File: config.mk
export PLATFORM = sky130hd
export DESIGN_NAME = peer_packet_dedup_clock_sync_flat
export DESIGN_NICKNAME = d
export VERILOG_FILES = /design/src/rtl/core/ppdcs_pkg.sv /design/src/rtl/core/ppdcs_if.sv /design/src/rtl/core/ppdcs_ram.sv /design/src/rtl/core/ppdcs_datapath.sv /design/src/rtl/core/ppdcs_ctrl.sv /design/src/rtl/core/peer_packet_dedup_clock_sync.sv /design/src/flat_wrapper.sv
export SDC_FILE = /design/constraint.sdc
export NUM_CORES = 2
export LEC_CHECK = 0
export BUFFER_PORTS_ARGS = -buffer_cell sky130_fd_sc_hd__buf_4
export CORE_AREA = 3 3 404 406
export DETAILED_ROUTE_END_ITERATION = 12
export DIE_AREA = 0 0 407 409
export GPL_TIMING_DRIVEN = 0
export PLACE_DENSITY = 0.6
export SLEW_MARGIN = 20
export SYNTH_ARGS = -nofsm -noshare
export SYNTH_HDL_FRONTEND = slang
export SYNTH_HIERARCHICAL = 1
export SYNTH_SLANG_ARGS = --single-unit
File: constraint.sdc
create_clock -name clk_i -period 20.7 [get_ports clk_i]
set_input_delay 2.07 -clock clk_i [delete_from_list [all_inputs] [get_ports clk_i]]
set_output_delay 2.07 -clock clk_i [all_outputs]
set_load 0.02 [all_outputs]
File: src/rtl/core/ppdcs_pkg.sv
// shared types, constants and codes for the peer packet dedup and clock sync block
package ppdcs_pkg;

  localparam int unsigned PEER_SLOTS = 4;
  localparam int unsigned SLOT_W     = (PEER_SLOTS > 1) ? $clog2(PEER_SLOTS) : 1;
  localparam int unsigned CNT_W      = $clog2(PEER_SLOTS + 1);

  localparam int unsigned TYPE_W     = 2;
  localparam int unsigned ID_W       = 8;
  localparam int unsigned WORD_W     = 32;
  localparam int unsigned WIN_W      = 16;
  localparam int unsigned GAP_W      = 8;
  localparam int unsigned VERDICT_W  = 3;
  localparam int unsigned ACTION_W   = 2;
  localparam int unsigned CFG_IDX_W  = 2;
  localparam int unsigned CFG_DATA_W = 16;

  localparam logic [ID_W-1:0]  NODE_ID_RST      = 8'd1;
  localparam logic [WIN_W-1:0] ALIVE_WINDOW_RST = 16'd3000;
  localparam logic [GAP_W-1:0] REBOOT_GAP_RST   = 8'd16;

  typedef enum logic [TYPE_W-1:0] {
    PKT_EVENT     = 2'd0,
    PKT_MOTION    = 2'd1,
    PKT_HEARTBEAT = 2'd2,
    PKT_OTHER     = 2'd3
  } pkt_type_e;

  typedef enum logic [VERDICT_W-1:0] {
    VERDICT_ACCEPT  = 3'd0,
    VERDICT_OWN     = 3'd1,
    VERDICT_FULL    = 3'd2,
    VERDICT_DUP     = 3'd3,
    VERDICT_UNKNOWN = 3'd4
  } verdict_e;

  typedef enum logic [ACTION_W-1:0] {
    ACT_NONE     = 2'd0,
    ACT_DISPATCH = 2'd1,
    ACT_ARM      = 2'd2,
    ACT_OFFSET   = 2'd3
  } action_e;

  typedef enum logic [CFG_IDX_W-1:0] {
    REG_NODE_ID      = 2'd0,
    REG_ALIVE_WINDOW = 2'd1,
    REG_REBOOT_GAP   = 2'd2
  } cfg_reg_e;

  // one peer table row
  typedef struct packed {
    logic [ID_W-1:0]   ident;
    logic [WORD_W-1:0] event_seen;
    logic [WORD_W-1:0] motion_seen;
    logic [WORD_W-1:0] hb_seen;
    logic [WORD_W-1:0] high_mark;
    logic [WORD_W-1:0] uptime;
    logic [WORD_W-1:0] last_seen;
  } peer_rec_t;

  localparam int unsigned PEER_REC_W = $bits(peer_rec_t);

  typedef enum logic [2:0] {
    OP_NONE     = 3'd0,
    OP_SCAN_RD  = 3'd1,
    OP_SCAN_CHK = 3'd2,
    OP_SLOT_RD  = 3'd3,
    OP_STAGE    = 3'd4,
    OP_COMMIT   = 3'd5,
    OP_OWN      = 3'd6,
    OP_FULL     = 3'd7
  } dp_op_e;

  typedef struct packed {
    logic   latch;
    dp_op_e op;
  } dp_cmd_t;

  typedef struct packed {
    logic own;
    logic empty;
    logic scan_last;
    logic found;
    logic full;
    logic res_free;
  } dp_status_t;

endpackage

File: src/rtl/core/ppdcs_if.sv
// channel interfaces: packet header in, result out, register write
interface ppdcs_in_if import ppdcs_pkg::*; ();
  logic              valid;
  logic              ready;
  logic [TYPE_W-1:0] pkt_type;
  logic [ID_W-1:0]   origin_id;
  logic [WORD_W-1:0] seq_num;
  logic [WORD_W-1:0] value_ms;
  logic              payload_ok;
  logic [WORD_W-1:0] now_ms;

  modport source (output valid, pkt_type, origin_id, seq_num, value_ms, payload_ok, now_ms,
                  input ready);
  modport sink   (input valid, pkt_type, origin_id, seq_num, value_ms, payload_ok, now_ms,
                  output ready);
endinterface

interface ppdcs_out_if import ppdcs_pkg::*; ();
  logic                     valid;
  logic                     ready;
  logic [VERDICT_W-1:0]     verdict;
  logic [ACTION_W-1:0]      action;
  logic [WORD_W-1:0]        motion_start_ms;
  logic signed [WORD_W-1:0] clock_offset_out;

  modport source (output valid, verdict, action, motion_start_ms, clock_offset_out,
                  input ready);
  modport sink   (input valid, verdict, action, motion_start_ms, clock_offset_out,
                  output ready);
endinterface

interface ppdcs_cfg_if import ppdcs_pkg::*; ();
  logic                  valid;
  logic                  ready;
  logic [CFG_IDX_W-1:0]  index;
  logic [CFG_DATA_W-1:0] data;

  modport source (output valid, index, data, input ready);
  modport sink   (input valid, index, data, output ready);
endinterface

File: src/rtl/core/ppdcs_ram.sv
// generic single write port ram with registered read
module ppdcs_ram #(
  parameter int unsigned WIDTH = 8,
  parameter int unsigned DEPTH = 4
) (
  input  logic                                          clk_i,
  input  logic                                          we_i,
  input  logic [((DEPTH > 1) ? $clog2(DEPTH) : 1)-1:0] waddr_i,
  input  logic [WIDTH-1:0]                              wdata_i,
  input  logic                                          re_i,
  input  logic [((DEPTH > 1) ? $clog2(DEPTH) : 1)-1:0] raddr_i,
  output logic [WIDTH-1:0]                              rdata_o
);

  logic [WIDTH-1:0] mem_q [DEPTH];
  logic [WIDTH-1:0] rdata_q;

  always_ff @(posedge clk_i) begin
    if (we_i) begin
      mem_q[waddr_i] <= wdata_i;
    end
    if (re_i) begin
      rdata_q <= mem_q[raddr_i];
    end
  end

  assign rdata_o = rdata_q;

endmodule

File: src/rtl/core/ppdcs_datapath.sv
// peer table, config registers, dedup and clock offset datapath, result register
module ppdcs_datapath import ppdcs_pkg::*; (
  input  logic                     clk_i,
  input  logic                     rst_ni,
  input  dp_cmd_t                  cmd_i,
  output dp_status_t               status_o,
  input  logic [TYPE_W-1:0]        pkt_type_i,
  input  logic [ID_W-1:0]          origin_id_i,
  input  logic [WORD_W-1:0]        seq_num_i,
  input  logic [WORD_W-1:0]        value_ms_i,
  input  logic                     payload_ok_i,
  input  logic [WORD_W-1:0]        now_ms_i,
  input  logic                     cfg_we_i,
  input  logic [CFG_IDX_W-1:0]     cfg_index_i,
  input  logic [CFG_DATA_W-1:0]    cfg_data_i,
  input  logic                     out_ready_i,
  output logic                     out_valid_o,
  output logic [VERDICT_W-1:0]     verdict_o,
  output logic [ACTION_W-1:0]      action_o,
  output logic [WORD_W-1:0]        motion_start_ms_o,
  output logic signed [WORD_W-1:0] clock_offset_out_o
);

  // config registers
  logic [ID_W-1:0]  node_id_q;
  logic [WIN_W-1:0] window_q;
  logic [GAP_W-1:0] gap_q;

  // latched header
  pkt_type_e         type_q;
  logic [ID_W-1:0]   origin_q;
  logic [WORD_W-1:0] seq_q;
  logic [WORD_W-1:0] value_q;
  logic              pok_q;
  logic [WORD_W-1:0] now_q;

  // table bookkeeping
  logic [CNT_W-1:0]  peer_count_q;
  logic [SLOT_W-1:0] idx_q;
  logic [SLOT_W-1:0] slot_q;
  logic              found_q;
  logic              lower_q;
  peer_rec_t         rec_q;
  logic [WORD_W-1:0] offset_q;

  // result register
  logic              res_valid_q;
  verdict_e          res_verdict_q;
  action_e           res_action_q;
  logic [WORD_W-1:0] res_start_q;
  logic [WORD_W-1:0] res_offset_q;

  // ram
  logic              ram_re;
  logic [SLOT_W-1:0] ram_raddr;
  logic [PEER_REC_W-1:0] ram_rdata;
  peer_rec_t         rd_rec;
  peer_rec_t         wr_rec;

  // scan and stage logic
  logic              alive;
  logic              match;
  peer_rec_t         src_rec;
  peer_rec_t         stage_rec;
  logic              reboot;

  // commit logic
  logic [WORD_W-1:0] hw_new;
  logic [WORD_W-1:0] seen_cur;
  logic              dup;
  logic              adopt;
  verdict_e          c_verdict;
  action_e           c_action;
  logic [WORD_W-1:0] c_start;

  assign ram_re    = (cmd_i.op == OP_SCAN_RD) || (cmd_i.op == OP_SLOT_RD);
  assign ram_raddr = (cmd_i.op == OP_SLOT_RD) ? slot_q : idx_q;
  assign rd_rec    = peer_rec_t'(ram_rdata);

  ppdcs_ram #(
    .WIDTH (PEER_REC_W),
    .DEPTH (PEER_SLOTS)
  ) u_table (
    .clk_i   (clk_i),
    .we_i    (cmd_i.op == OP_COMMIT),
    .waddr_i (slot_q),
    .wdata_i (PEER_REC_W'(wr_rec)),
    .re_i    (ram_re),
    .raddr_i (ram_raddr),
    .rdata_o (ram_rdata)
  );

  // peer liveness and identity of the row just read
  assign alive = (now_q - rd_rec.last_seen) < {{(WORD_W-WIN_W){1'b0}}, window_q};
  assign match = rd_rec.ident == origin_q;

  // stage row: stored one or fresh for a new sender; counters cleared on reboot
  always_comb begin
    src_rec = '0;
    src_rec.ident = origin_q;
    if (found_q) begin
      src_rec = rd_rec;
    end
    reboot = (src_rec.high_mark != '0) &&
             ((seq_q + {{(WORD_W-GAP_W){1'b0}}, gap_q}) < src_rec.high_mark);
    stage_rec = src_rec;
    if (reboot) begin
      stage_rec.event_seen  = '0;
      stage_rec.motion_seen = '0;
      stage_rec.hb_seen     = '0;
      stage_rec.high_mark   = '0;
    end
  end

  // dedup, row update and result
  always_comb begin
    hw_new = (seq_q > rec_q.high_mark) ? seq_q : rec_q.high_mark;
    unique case (type_q)
      PKT_EVENT:     seen_cur = rec_q.event_seen;
      PKT_MOTION:    seen_cur = rec_q.motion_seen;
      PKT_HEARTBEAT: seen_cur = rec_q.hb_seen;
      default:       seen_cur = '0;
    endcase
    dup   = (seen_cur != '0) && (seq_q <= seen_cur);
    adopt = (type_q == PKT_HEARTBEAT) && !dup && (origin_q < node_id_q) && !lower_q &&
            (window_q != '0);

    wr_rec           = rec_q;
    wr_rec.last_seen = now_q;
    wr_rec.high_mark = hw_new;
    c_verdict        = dup ? VERDICT_DUP : VERDICT_ACCEPT;
    c_action         = ACT_NONE;
    c_start          = '0;
    unique case (type_q)
      PKT_EVENT: begin
        if (!dup) begin
          wr_rec.event_seen = seq_q;
          c_action          = ACT_DISPATCH;
        end
      end
      PKT_MOTION: begin
        if (!dup) begin
          wr_rec.motion_seen = seq_q;
          if (pok_q) begin
            c_action = ACT_ARM;
            c_start  = now_q + value_q;
          end
        end
      end
      PKT_HEARTBEAT: begin
        if (!dup) begin
          wr_rec.hb_seen = seq_q;
          wr_rec.uptime  = value_q;
          if (adopt) begin
            c_action = ACT_OFFSET;
          end
        end
      end
      default: begin
        c_verdict = VERDICT_UNKNOWN;
      end
    endcase
  end

  always_ff @(posedge clk_i or negedge rst_ni) begin
    if (!rst_ni) begin
      node_id_q <= NODE_ID_RST;
      window_q  <= ALIVE_WINDOW_RST;
      gap_q     <= REBOOT_GAP_RST;
    end else if (cfg_we_i) begin
      unique case (cfg_index_i)
        REG_NODE_ID:      node_id_q <= cfg_data_i[ID_W-1:0];
        REG_ALIVE_WINDOW: window_q  <= cfg_data_i[WIN_W-1:0];
        REG_REBOOT_GAP:   gap_q     <= cfg_data_i[GAP_W-1:0];
        default: ;
      endcase
    end
  end

  always_ff @(posedge clk_i) begin
    if (cmd_i.latch) begin
      type_q   <= pkt_type_e'(pkt_type_i);
      origin_q <= origin_id_i;
      seq_q    <= seq_num_i;
      value_q  <= value_ms_i;
      pok_q    <= payload_ok_i;
      now_q    <= now_ms_i;
    end
    if (cmd_i.op == OP_STAGE) begin
      rec_q <= stage_rec;
    end
  end

  always_ff @(posedge clk_i or negedge rst_ni) begin
    if (!rst_ni) begin
      peer_count_q <= '0;
      idx_q        <= '0;
      slot_q       <= '0;
      found_q      <= 1'b0;
      lower_q      <= 1'b0;
      offset_q     <= '0;
    end else begin
      if (cmd_i.latch) begin
        idx_q   <= '0;
        found_q <= 1'b0;
        lower_q <= 1'b0;
      end
      unique case (cmd_i.op)
        OP_SCAN_CHK: begin
          idx_q <= idx_q + SLOT_W'(1);
          if (match) begin
            found_q <= 1'b1;
            slot_q  <= idx_q;
          end else if (alive && (rd_rec.ident < origin_q)) begin
            lower_q <= 1'b1;
          end
        end
        OP_STAGE: begin
          if (!found_q) begin
            slot_q       <= SLOT_W'(peer_count_q);
            peer_count_q <= peer_count_q + CNT_W'(1);
          end
        end
        OP_COMMIT: begin
          if (adopt) begin
            offset_q <= value_q - now_q;
          end
        end
        default: ;
      endcase
    end
  end

  always_ff @(posedge clk_i or negedge rst_ni) begin
    if (!rst_ni) begin
      res_valid_q <= 1'b0;
    end else if ((cmd_i.op == OP_COMMIT) || (cmd_i.op == OP_OWN) || (cmd_i.op == OP_FULL)) begin
      res_valid_q <= 1'b1;
    end else if (out_ready_i) begin
      res_valid_q <= 1'b0;
    end
  end

  always_ff @(posedge clk_i) begin
    unique case (cmd_i.op)
      OP_COMMIT: begin
        res_verdict_q <= c_verdict;
        res_action_q  <= c_action;
        res_start_q   <= c_start;
        res_offset_q  <= adopt ? (value_q - now_q) : offset_q;
      end
      OP_OWN, OP_FULL: begin
        res_verdict_q <= (cmd_i.op == OP_OWN) ? VERDICT_OWN : VERDICT_FULL;
        res_action_q  <= ACT_NONE;
        res_start_q   <= '0;
        res_offset_q  <= offset_q;
      end
      default: ;
    endcase
  end

  assign status_o.own       = origin_q == node_id_q;
  assign status_o.empty     = peer_count_q == '0;
  assign status_o.scan_last = (CNT_W'(idx_q) + CNT_W'(1)) == peer_count_q;
  assign status_o.found     = found_q;
  assign status_o.full      = peer_count_q == CNT_W'(PEER_SLOTS);
  assign status_o.res_free  = !res_valid_q || out_ready_i;

  assign out_valid_o        = res_valid_q;
  assign verdict_o          = res_verdict_q;
  assign action_o           = res_action_q;
  assign motion_start_ms_o  = res_start_q;
  assign clock_offset_out_o = $signed(res_offset_q);

endmodule

File: src/rtl/core/ppdcs_ctrl.sv
// sequencer for header check, table scan, row update and result hand-off
module ppdcs_ctrl import ppdcs_pkg::*; (
  input  logic       clk_i,
  input  logic       rst_ni,
  input  logic       in_valid_i,
  output logic       in_ready_o,
  input  dp_status_t status_i,
  output dp_cmd_t    cmd_o
);

  typedef enum logic [3:0] {
    S_IDLE,
    S_CHECK,
    S_SCAN_RD,
    S_SCAN_CHK,
    S_DECIDE,
    S_SLOT_RD,
    S_STAGE,
    S_COMMIT,
    S_OWN,
    S_FULL
  } state_e;

  state_e state_q;
  logic   ready_q;

  always_comb begin
    cmd_o.latch = ready_q && in_valid_i;
    unique case (state_q)
      S_SCAN_RD:  cmd_o.op = OP_SCAN_RD;
      S_SCAN_CHK: cmd_o.op = OP_SCAN_CHK;
      S_SLOT_RD:  cmd_o.op = OP_SLOT_RD;
      S_STAGE:    cmd_o.op = OP_STAGE;
      S_COMMIT:   cmd_o.op = status_i.res_free ? OP_COMMIT : OP_NONE;
      S_OWN:      cmd_o.op = status_i.res_free ? OP_OWN : OP_NONE;
      S_FULL:     cmd_o.op = status_i.res_free ? OP_FULL : OP_NONE;
      default:    cmd_o.op = OP_NONE;
    endcase
  end

  always_ff @(posedge clk_i or negedge rst_ni) begin
    if (!rst_ni) begin
      state_q <= S_IDLE;
      ready_q <= 1'b1;
    end else begin
      unique case (state_q)
        S_IDLE: begin
          if (ready_q && in_valid_i) begin
            state_q <= S_CHECK;
            ready_q <= 1'b0;
          end
        end
        S_CHECK: begin
          if (status_i.own) begin
            state_q <= S_OWN;
          end else if (status_i.empty) begin
            state_q <= S_STAGE;
          end else begin
            state_q <= S_SCAN_RD;
          end
        end
        S_SCAN_RD: state_q <= S_SCAN_CHK;
        S_SCAN_CHK: begin
          state_q <= status_i.scan_last ? S_DECIDE : S_SCAN_RD;
        end
        S_DECIDE: begin
          if (status_i.found) begin
            state_q <= S_SLOT_RD;
          end else if (status_i.full) begin
            state_q <= S_FULL;
          end else begin
            state_q <= S_STAGE;
          end
        end
        S_SLOT_RD: state_q <= S_STAGE;
        S_STAGE:   state_q <= S_COMMIT;
        S_COMMIT, S_OWN, S_FULL: begin
          if (status_i.res_free) begin
            state_q <= S_IDLE;
            ready_q <= 1'b1;
          end
        end
        default: begin
          state_q <= S_IDLE;
          ready_q <= 1'b1;
        end
      endcase
    end
  end

  assign in_ready_o = ready_q;

endmodule

File: src/rtl/core/peer_packet_dedup_clock_sync.sv
// top level: peer packet deduplication and clock sync
//
// pkt_i carries one parsed sync header per beat (type, origin, sequence,
// value, payload flag, arrival time). res_o returns exactly one result beat
// per header: verdict, action, motion start time and the clock offset after
// the packet. cfg_i writes node_id, alive_window_ms and reboot_gap by index;
// it is always ready and should only be used while no packet is in flight.
//
// one header is in work at a time. the scan reads one peer row per read
// and check state pair. from accept to result valid: check then own for an
// own packet; check, stage, commit with an empty table; else the scan and
// decide, then full if the table is full, stage and commit for a new sender,
// slot read, stage, commit for a known one; then idle before the next accept.
//
// the result sits in an output register: pkt_i takes the next header while
// a result waits on a stalled receiver; the following result then waits in
// the sequencer until the register frees up.
// reset clears the peer count, the clock offset, the result valid and loads
// the register defaults; the peer rows need no clearing.
module peer_packet_dedup_clock_sync import ppdcs_pkg::*; (
  input  logic        clk_i,
  input  logic        rst_ni,
  ppdcs_in_if.sink    pkt_i,
  ppdcs_out_if.source res_o,
  ppdcs_cfg_if.sink   cfg_i
);

  dp_cmd_t    cmd;
  dp_status_t status;

  // register writes never stall
  assign cfg_i.ready = 1'b1;

  ppdcs_ctrl u_ctrl (
    .clk_i      (clk_i),
    .rst_ni     (rst_ni),
    .in_valid_i (pkt_i.valid),
    .in_ready_o (pkt_i.ready),
    .status_i   (status),
    .cmd_o      (cmd)
  );

  ppdcs_datapath u_dp (
    .clk_i              (clk_i),
    .rst_ni             (rst_ni),
    .cmd_i              (cmd),
    .status_o           (status),
    .pkt_type_i         (pkt_i.pkt_type),
    .origin_id_i        (pkt_i.origin_id),
    .seq_num_i          (pkt_i.seq_num),
    .value_ms_i         (pkt_i.value_ms),
    .payload_ok_i       (pkt_i.payload_ok),
    .now_ms_i           (pkt_i.now_ms),
    .cfg_we_i           (cfg_i.valid),
    .cfg_index_i        (cfg_i.index),
    .cfg_data_i         (cfg_i.data),
    .out_ready_i        (res_o.ready),
    .out_valid_o        (res_o.valid),
    .verdict_o          (res_o.verdict),
    .action_o           (res_o.action),
    .motion_start_ms_o  (res_o.motion_start_ms),
    .clock_offset_out_o (res_o.clock_offset_out)
  );

`ifndef SYNTH
  // one header in work at a time
  a_one_in_flight: assert property (@(posedge clk_i) disable iff (!rst_ni)
    pkt_i.valid && pkt_i.ready |=> !pkt_i.ready)
    else $error("header accepted while another is in work");

  // rejected or duplicate beats carry no action
  a_reject_no_action: assert property (@(posedge clk_i) disable iff (!rst_ni)
    res_o.valid && (res_o.verdict != VERDICT_ACCEPT) |-> res_o.action == ACT_NONE)
    else $error("action on a rejected beat");

  // start time only with a motion arm
  a_start_only_arm: assert property (@(posedge clk_i) disable iff (!rst_ni)
    res_o.valid && (res_o.action != ACT_ARM) |-> res_o.motion_start_ms == '0)
    else $error("motion start without arm");

  // the row write only happens with a result register that can take it
  a_commit_free: assert property (@(posedge clk_i) disable iff (!rst_ni)
    (cmd.op == OP_COMMIT) |=> res_o.valid)
    else $error("commit without result");
`endif

endmodule

File: src/flat_wrapper.sv
// flat-port wrapper written by rule: the top's interface ports become plain ports
module peer_packet_dedup_clock_sync_flat import ppdcs_pkg::*;
  (clk_i, rst_ni, pkt_i_valid, pkt_i_pkt_type, pkt_i_origin_id, pkt_i_seq_num, pkt_i_value_ms, pkt_i_payload_ok, pkt_i_now_ms, pkt_i_ready, res_o_valid, res_o_verdict, res_o_action, res_o_motion_start_ms, res_o_clock_offset_out, res_o_ready, cfg_i_valid, cfg_i_index, cfg_i_data, cfg_i_ready);
  ppdcs_in_if pkt_i_i ();
  ppdcs_out_if res_o_i ();
  ppdcs_cfg_if cfg_i_i ();
  input  logic clk_i;
  input  logic rst_ni;
  input wire logic [$bits(pkt_i_i.valid)-1:0] pkt_i_valid;
  input wire logic [$bits(pkt_i_i.pkt_type)-1:0] pkt_i_pkt_type;
  input wire logic [$bits(pkt_i_i.origin_id)-1:0] pkt_i_origin_id;
  input wire logic [$bits(pkt_i_i.seq_num)-1:0] pkt_i_seq_num;
  input wire logic [$bits(pkt_i_i.value_ms)-1:0] pkt_i_value_ms;
  input wire logic [$bits(pkt_i_i.payload_ok)-1:0] pkt_i_payload_ok;
  input wire logic [$bits(pkt_i_i.now_ms)-1:0] pkt_i_now_ms;
  output wire logic [$bits(pkt_i_i.ready)-1:0] pkt_i_ready;
  output wire logic [$bits(res_o_i.valid)-1:0] res_o_valid;
  output wire logic [$bits(res_o_i.verdict)-1:0] res_o_verdict;
  output wire logic [$bits(res_o_i.action)-1:0] res_o_action;
  output wire logic [$bits(res_o_i.motion_start_ms)-1:0] res_o_motion_start_ms;
  output wire logic [$bits(res_o_i.clock_offset_out)-1:0] res_o_clock_offset_out;
  input wire logic [$bits(res_o_i.ready)-1:0] res_o_ready;
  input wire logic [$bits(cfg_i_i.valid)-1:0] cfg_i_valid;
  input wire logic [$bits(cfg_i_i.index)-1:0] cfg_i_index;
  input wire logic [$bits(cfg_i_i.data)-1:0] cfg_i_data;
  output wire logic [$bits(cfg_i_i.ready)-1:0] cfg_i_ready;
  assign pkt_i_i.valid = pkt_i_valid;
  assign pkt_i_i.pkt_type = pkt_i_pkt_type;
  assign pkt_i_i.origin_id = pkt_i_origin_id;
  assign pkt_i_i.seq_num = pkt_i_seq_num;
  assign pkt_i_i.value_ms = pkt_i_value_ms;
  assign pkt_i_i.payload_ok = pkt_i_payload_ok;
  assign pkt_i_i.now_ms = pkt_i_now_ms;
  assign pkt_i_ready = pkt_i_i.ready;
  assign res_o_valid = res_o_i.valid;
  assign res_o_verdict = res_o_i.verdict;
  assign res_o_action = res_o_i.action;
  assign res_o_motion_start_ms = res_o_i.motion_start_ms;
  assign res_o_clock_offset_out = res_o_i.clock_offset_out;
  assign res_o_i.ready = res_o_ready;
  assign cfg_i_i.valid = cfg_i_valid;
  assign cfg_i_i.index = cfg_i_index;
  assign cfg_i_i.data = cfg_i_data;
  assign cfg_i_ready = cfg_i_i.ready;
  peer_packet_dedup_clock_sync u_core (.clk_i(clk_i), .rst_ni(rst_ni), .pkt_i(pkt_i_i), .res_o(res_o_i), .cfg_i(cfg_i_i));
endmodule
Word-level counts from Yosys, hierarchy flattened:

Memories as Yosys holds them, arrays and structs flattened. A register that Yosys moved wholly into a read port is not among the register bits.
Cells that the tools add are included.
W data, S select, Z words.

* $add $sub $neg: 7
* magnitude comparators: 6
* equal/unequal tests: 28
* muxes and demuxes: 60
* bitwise logic cells: 2
* reduce and logical (&&, ||, !) cells: 38

Operators with widths (count)
* $mux W32: 13
* $mux W200: 1
* $pmux W32 S2: 2
* $pmux W32 S3: 1
* $reduce_bool A32 Y1: 2
* $sub A32 B32 Y32: 2
* $add A32 B32 Y32: 1
* $add A32 B8 Y32: 1
* $gt A32 B32 Y1: 1
* $le A32 B32 Y1: 1
* $lt A32 B16 Y1: 1
* $lt A32 B32 Y1: 1
* $pmux W4 S8: 1
* $mux W2: 11
* $pmux W3 S7: 1
* $mux W4: 5
* $mux W3: 6
* $eq A4 B3 Y1 const B: 4
* $eq A8 B8 Y1: 2
* $lt A8 B8 Y1: 2
* $reduce_bool A16 Y1: 1
* $eq A3 B3 Y1 const B: 5
* $mux W1: 14
* $reduce_and A2 Y1: 5
* 29 further kinds: 57

* register bits after elaboration: 423
* memory bits (writable): 800
* bits of input ports: 130
* output and inout bits: 72
* logic and storage cells: 170
* memories kept: 1

Memory list
* u_core.u_dp.u_table.mem_q: depth 4, bits a word 200, read ports 1, clocked after memory_dff 1, write ports 1, line ppdcs_ram.sv:15 `logic [WIDTH-1:0] mem_q [DEPTH];`

Logic depth before layout (Yosys ltp):

* depth after elaboration: 13
* mapped depth: 24
* gate-level depth less buffers: 22

Hierarchy:

Netlist, hierarchy kept.

By module, submodules not included
* ppdcs_ram: instances 1, cells an instance 1248, area an instance 34919.7 µm²
* ppdcs_datapath: instances 1, cells an instance 2446, area an instance 26738.1 µm²
* ppdcs_ctrl: instances 1, cells an instance 54, area an instance 447.9 µm²
* peer_packet_dedup_clock_sync: instances 1, cells an instance 2, area an instance 11.3 µm²

Worst setup path before layout:

No wires, ideal clock.

* path kind: input -> register
* start point: input res_o_ready
* end point: memory u_core/u_dp/u_table/mem_q[0][0] (netlist bit), enable pin
* setup time: 1045 ps
* arrival: 17653 ps
* data required time: 19655 ps
* path slack: 2002 ps
* stages on the path: 8
* path buffers: 0
* cell sequence: nand2b_1 > nand2b_1 > nand2_1 > o21ai_0 > nand2b_1 > or2_2 > inv_1 > nor3b_1

RTL lines
* from (decl): line flat_wrapper.sv:22 `input wire logic [$bits(res_o_i.ready)-1:0] res_o_ready;`
* to (decl): line ppdcs_ram.sv:15

Final worst setup path:

* start point: register u_core.u_dp.seq_q[0]
* end point: register u_core/u_dp/rec_q[155] (netlist bit), data pin

* cells in the longest elaborated chain, start to end: 4

RTL lines
* from (decl): line ppdcs_datapath.sv:32 `logic [WORD_W-1:0] seq_q;`
* from (signal assigned): line ppdcs_datapath.sv:184 `seq_q <= seq_num_i;`
* $add A32 B8 Y32: line ppdcs_datapath.sv:105 `((seq_q + {{(WORD_W-GAP_W){1'b0}}, gap_q}) < src_rec.high_mark);`
* $lt A32 B32 Y1: line ppdcs_datapath.sv:105
* $logic_and A1 B1 Y1: line ppdcs_datapath.sv:104 `reboot = (src_rec.high_mark != '0) &&`
* $reduce_or A2 Y1 (no line)
* to (signal assigned): line ppdcs_datapath.sv:190 `rec_q <= stage_rec;`
* to (decl): line ppdcs_datapath.sv:43 `peer_rec_t rec_q;`

No other way between the ends.
A chain may end at the register's enable or synchronous reset.

==> summary.md <==
| Metric | Value |
|---|---|
| Status | completed |
| Sw Ratio | 31.0% |
| Final routed DRC violation total | 0 |
| Routed met2 length | 63.2 mm |
| Die span in y | 409 microns |
| First-pass GRT wire length | 200 mm |
| Most frequent cells in the layout | edfxtp_1 (1152), ha_1 (230), buf_4 (222) |
| Post-DRT Antenna Nets | 0 |
| Share of layout cells above drive strength 1 | 23.8% |
| CTS hold repair buffers | 0 |
| Fillers | 14500 |
| CTS tree | yes |
| Met3 WL | 8.45 mm |
| Hold Violations, Final | 0 |
| Clock transition at the registers of the reported paths | 0.06 ns |
| Initial DRT Pass Iterations | 5 |
| Area of the die | 166000 sq um |
| Total of max-cap violations | 0 |
| CP required | 21.19 ns |
| Total congestion overflow | 0 |
| GRT Overall Usage | 16.1% |
| Syn nets | 3816 |
| Comb power frac | 29.8% |
| Setup Fix Bufs, Post-CTS | 0 |
| Number of buffers created by CTS | 136 |
| Port Buffers | 200 |
| Crit. End Element | flip-flop |
| Met1 Wirelength | 60.0 mm |
| RePlAce Congestion | 0.882 |
| Drt via density | 5.07 |
| Dpl ws | 13.76 ns |
| Vias in the first global route | 31300 |
| Max Root-Sink Buffers | 3 |
| Post-DP HPWL | 94.4 mm |
| Hold Path Class | flip-flop to flip-flop |
| Peak Freq | 145 MHz |
| Worst-Margin Slew | 1.10 ns |
| Switching pwr | 2.67 mW |
| PnR worst setup slack | 13.78 ns |
| Yosys warnings | 6 |
| Biggest register | u_core/u_dp/u_table/mem_q |
| Minimum clock period | 6.92 ns |
| Initial Utilization | 34.3% |
| Slew Limit Fails | 0 |
| Later-pin clock latency in the skew report | 0.77 ns |
| WS Path Type | flip-flop to flip-flop |
| Row cnt | 147 |
| Core Area | 160000 sq um |
| Clock network power share | 28.9% |
| Pint | 5.94 mW |
| Clock Sinks | 1231 |
| Arrival time worst endpoint | 7.41 ns |
| Tcrit/Tclk final | 33.4% |
| Top layer used by detailed routing | met4 |
| Largest net degree at the start of global routing | 80 |
| Pwr Density | 133 nW/um^2 |
| DR WL/cell | 22.1 microns |
| Initial antenna violation count | 6 |
| Fin Clk Skew | 0.0539 ns |
| Iter 0 DRT Violations | 2643 |
| Post-Route WL | 135 mm |
| Critical Path Source Type | flip-flop |
| Max transition margin | 26.8% |
| Final setup viols | 0 |
| Post-CTS sizing | 0 |
| Sequential Power Share | 41.3% |
| Max H-tree Level | 4 |
| Most common cell after layout, fill and taps aside | edfxtp_1 |
| Ports | 202 |
| RSZ-0062 raised after global routing | false |
| Synthesized area per cell | 15.9 sq um |
| CP Max Fanout | 10 |
| TNS Setup | 0 ns |
| Mapped Area | 55000 sq um |
| Die X | 407 microns |
| Max VDD drop | 0.0000908 V |
| Hold Path Depth | 2 |
| CTS root buf | clkbuf_16 |
| Vias | 31000 |
| Max reg flops | 672 |
| R2R depth | 24 |
| Leak pwr | 23.3 nW |
| Nets | 4216 |
| Area delta synth->final | 18.1% |
| Synth Instances | 3452 |
## final cells by class
cell class                 instances  area (sq um)  area share, %
multi-input combinational       1906         17000           26.2
inverter                         177           669           1.03
clock inverter                    72           921           1.42
sequential                      1231         36600           56.3
timing repair buffer             262          2560           3.94
clock buffer                     180          3710           5.72
buffer                           138           810           1.25
tap                             2160          2700           4.16
antenna                            1          2.50        0.00385
## power by group through the flow
stage	logic (mW)	clock network (mW)	registers [mW]
CTS	2.60	2.56	3.56
detailed placement	2.58	0	3.61
finish	2.57	2.49	3.56
global route	2.83	2.65	3.60
floorplan	1.76	0	3.60
global placement	2.42	0	3.78
## layer usage
metal	up-vias	global-route usage, %
met4	0	4.78
met1	15900	22.6
met2	885	25.4
met5	-	0
li1	14100	-
met3	195	3.13
## per-stage QoR
step | hold WS [ns] | instances | utilization, % | total power [mW] | instance area (sq um)
floorplan | 0.448 | 3452 | - | 5.36 | 55000
global placement | 0.466 | 5812 | 37.0 | 6.20 | 59200
detailed placement | 0.472 | 5874 | 37.7 | 6.19 | 60300
CTS | 0.484 | 6126 | 40.6 | 8.71 | 65000
global route | 0.505 | 6126 | 40.6 | 9.07 | 65000
finish | 0.485 | 6127 | 40.6 | 8.62 | 65000
## final timing paths
path	endpoint	slack, ns	from
max in group asynchronous	u_core/u_dp/gap_q[5]$_DFFE_PN0P_	18.74	rst_ni
worst max-delay path	u_core/u_dp/rec_q[155]$_SDFFCE_PP0P_	13.78	u_core/u_dp/seq_q[0]$_DFFE_PP_
worst min-delay path	u_core/u_dp/offset_q[30]$_DFFE_PN0P_	0.49	u_core/u_dp/offset_q[30]$_DFFE_PN0P_
min in group asynchronous	u_core/u_dp/offset_q[1]$_DFFE_PN0P_	1.36	rst_ni
worst max register to register	u_core/u_dp/rec_q[155]$_SDFFCE_PP0P_	13.78	u_core/u_dp/seq_q[0]$_DFFE_PP_
worst min register to register	u_core/u_dp/offset_q[30]$_DFFE_PN0P_	0.49	u_core/u_dp/offset_q[30]$_DFFE_PN0P_
## worst max-delay path, stage by stage, from the launching register on
cell       delay [ns]
edfxtp_1         0.64
ha_1             0.33
fa_1             0.40
a21o_1           0.18
a21oi_1          0.23
o21bai_1         0.09
a21oi_1          0.25
o21bai_1         0.09
a21oi_1          0.58
nor2_1           0.19
nand2_1          0.25
nor2_1           0.08
xor2_1           0.14
ha_1             0.33
a21o_1           0.17
a21o_1           0.18
a21o_1           0.18
a21o_1           0.17
a21o_1           0.17
a211o_1          0.30
a2bb2oi_1        0.13
o21ai_1          0.31
clkbuf_1         0.52
clkbuf_1         0.46
and2_1           0.30
Note: power is estimated with default switching activity, not from simulation.
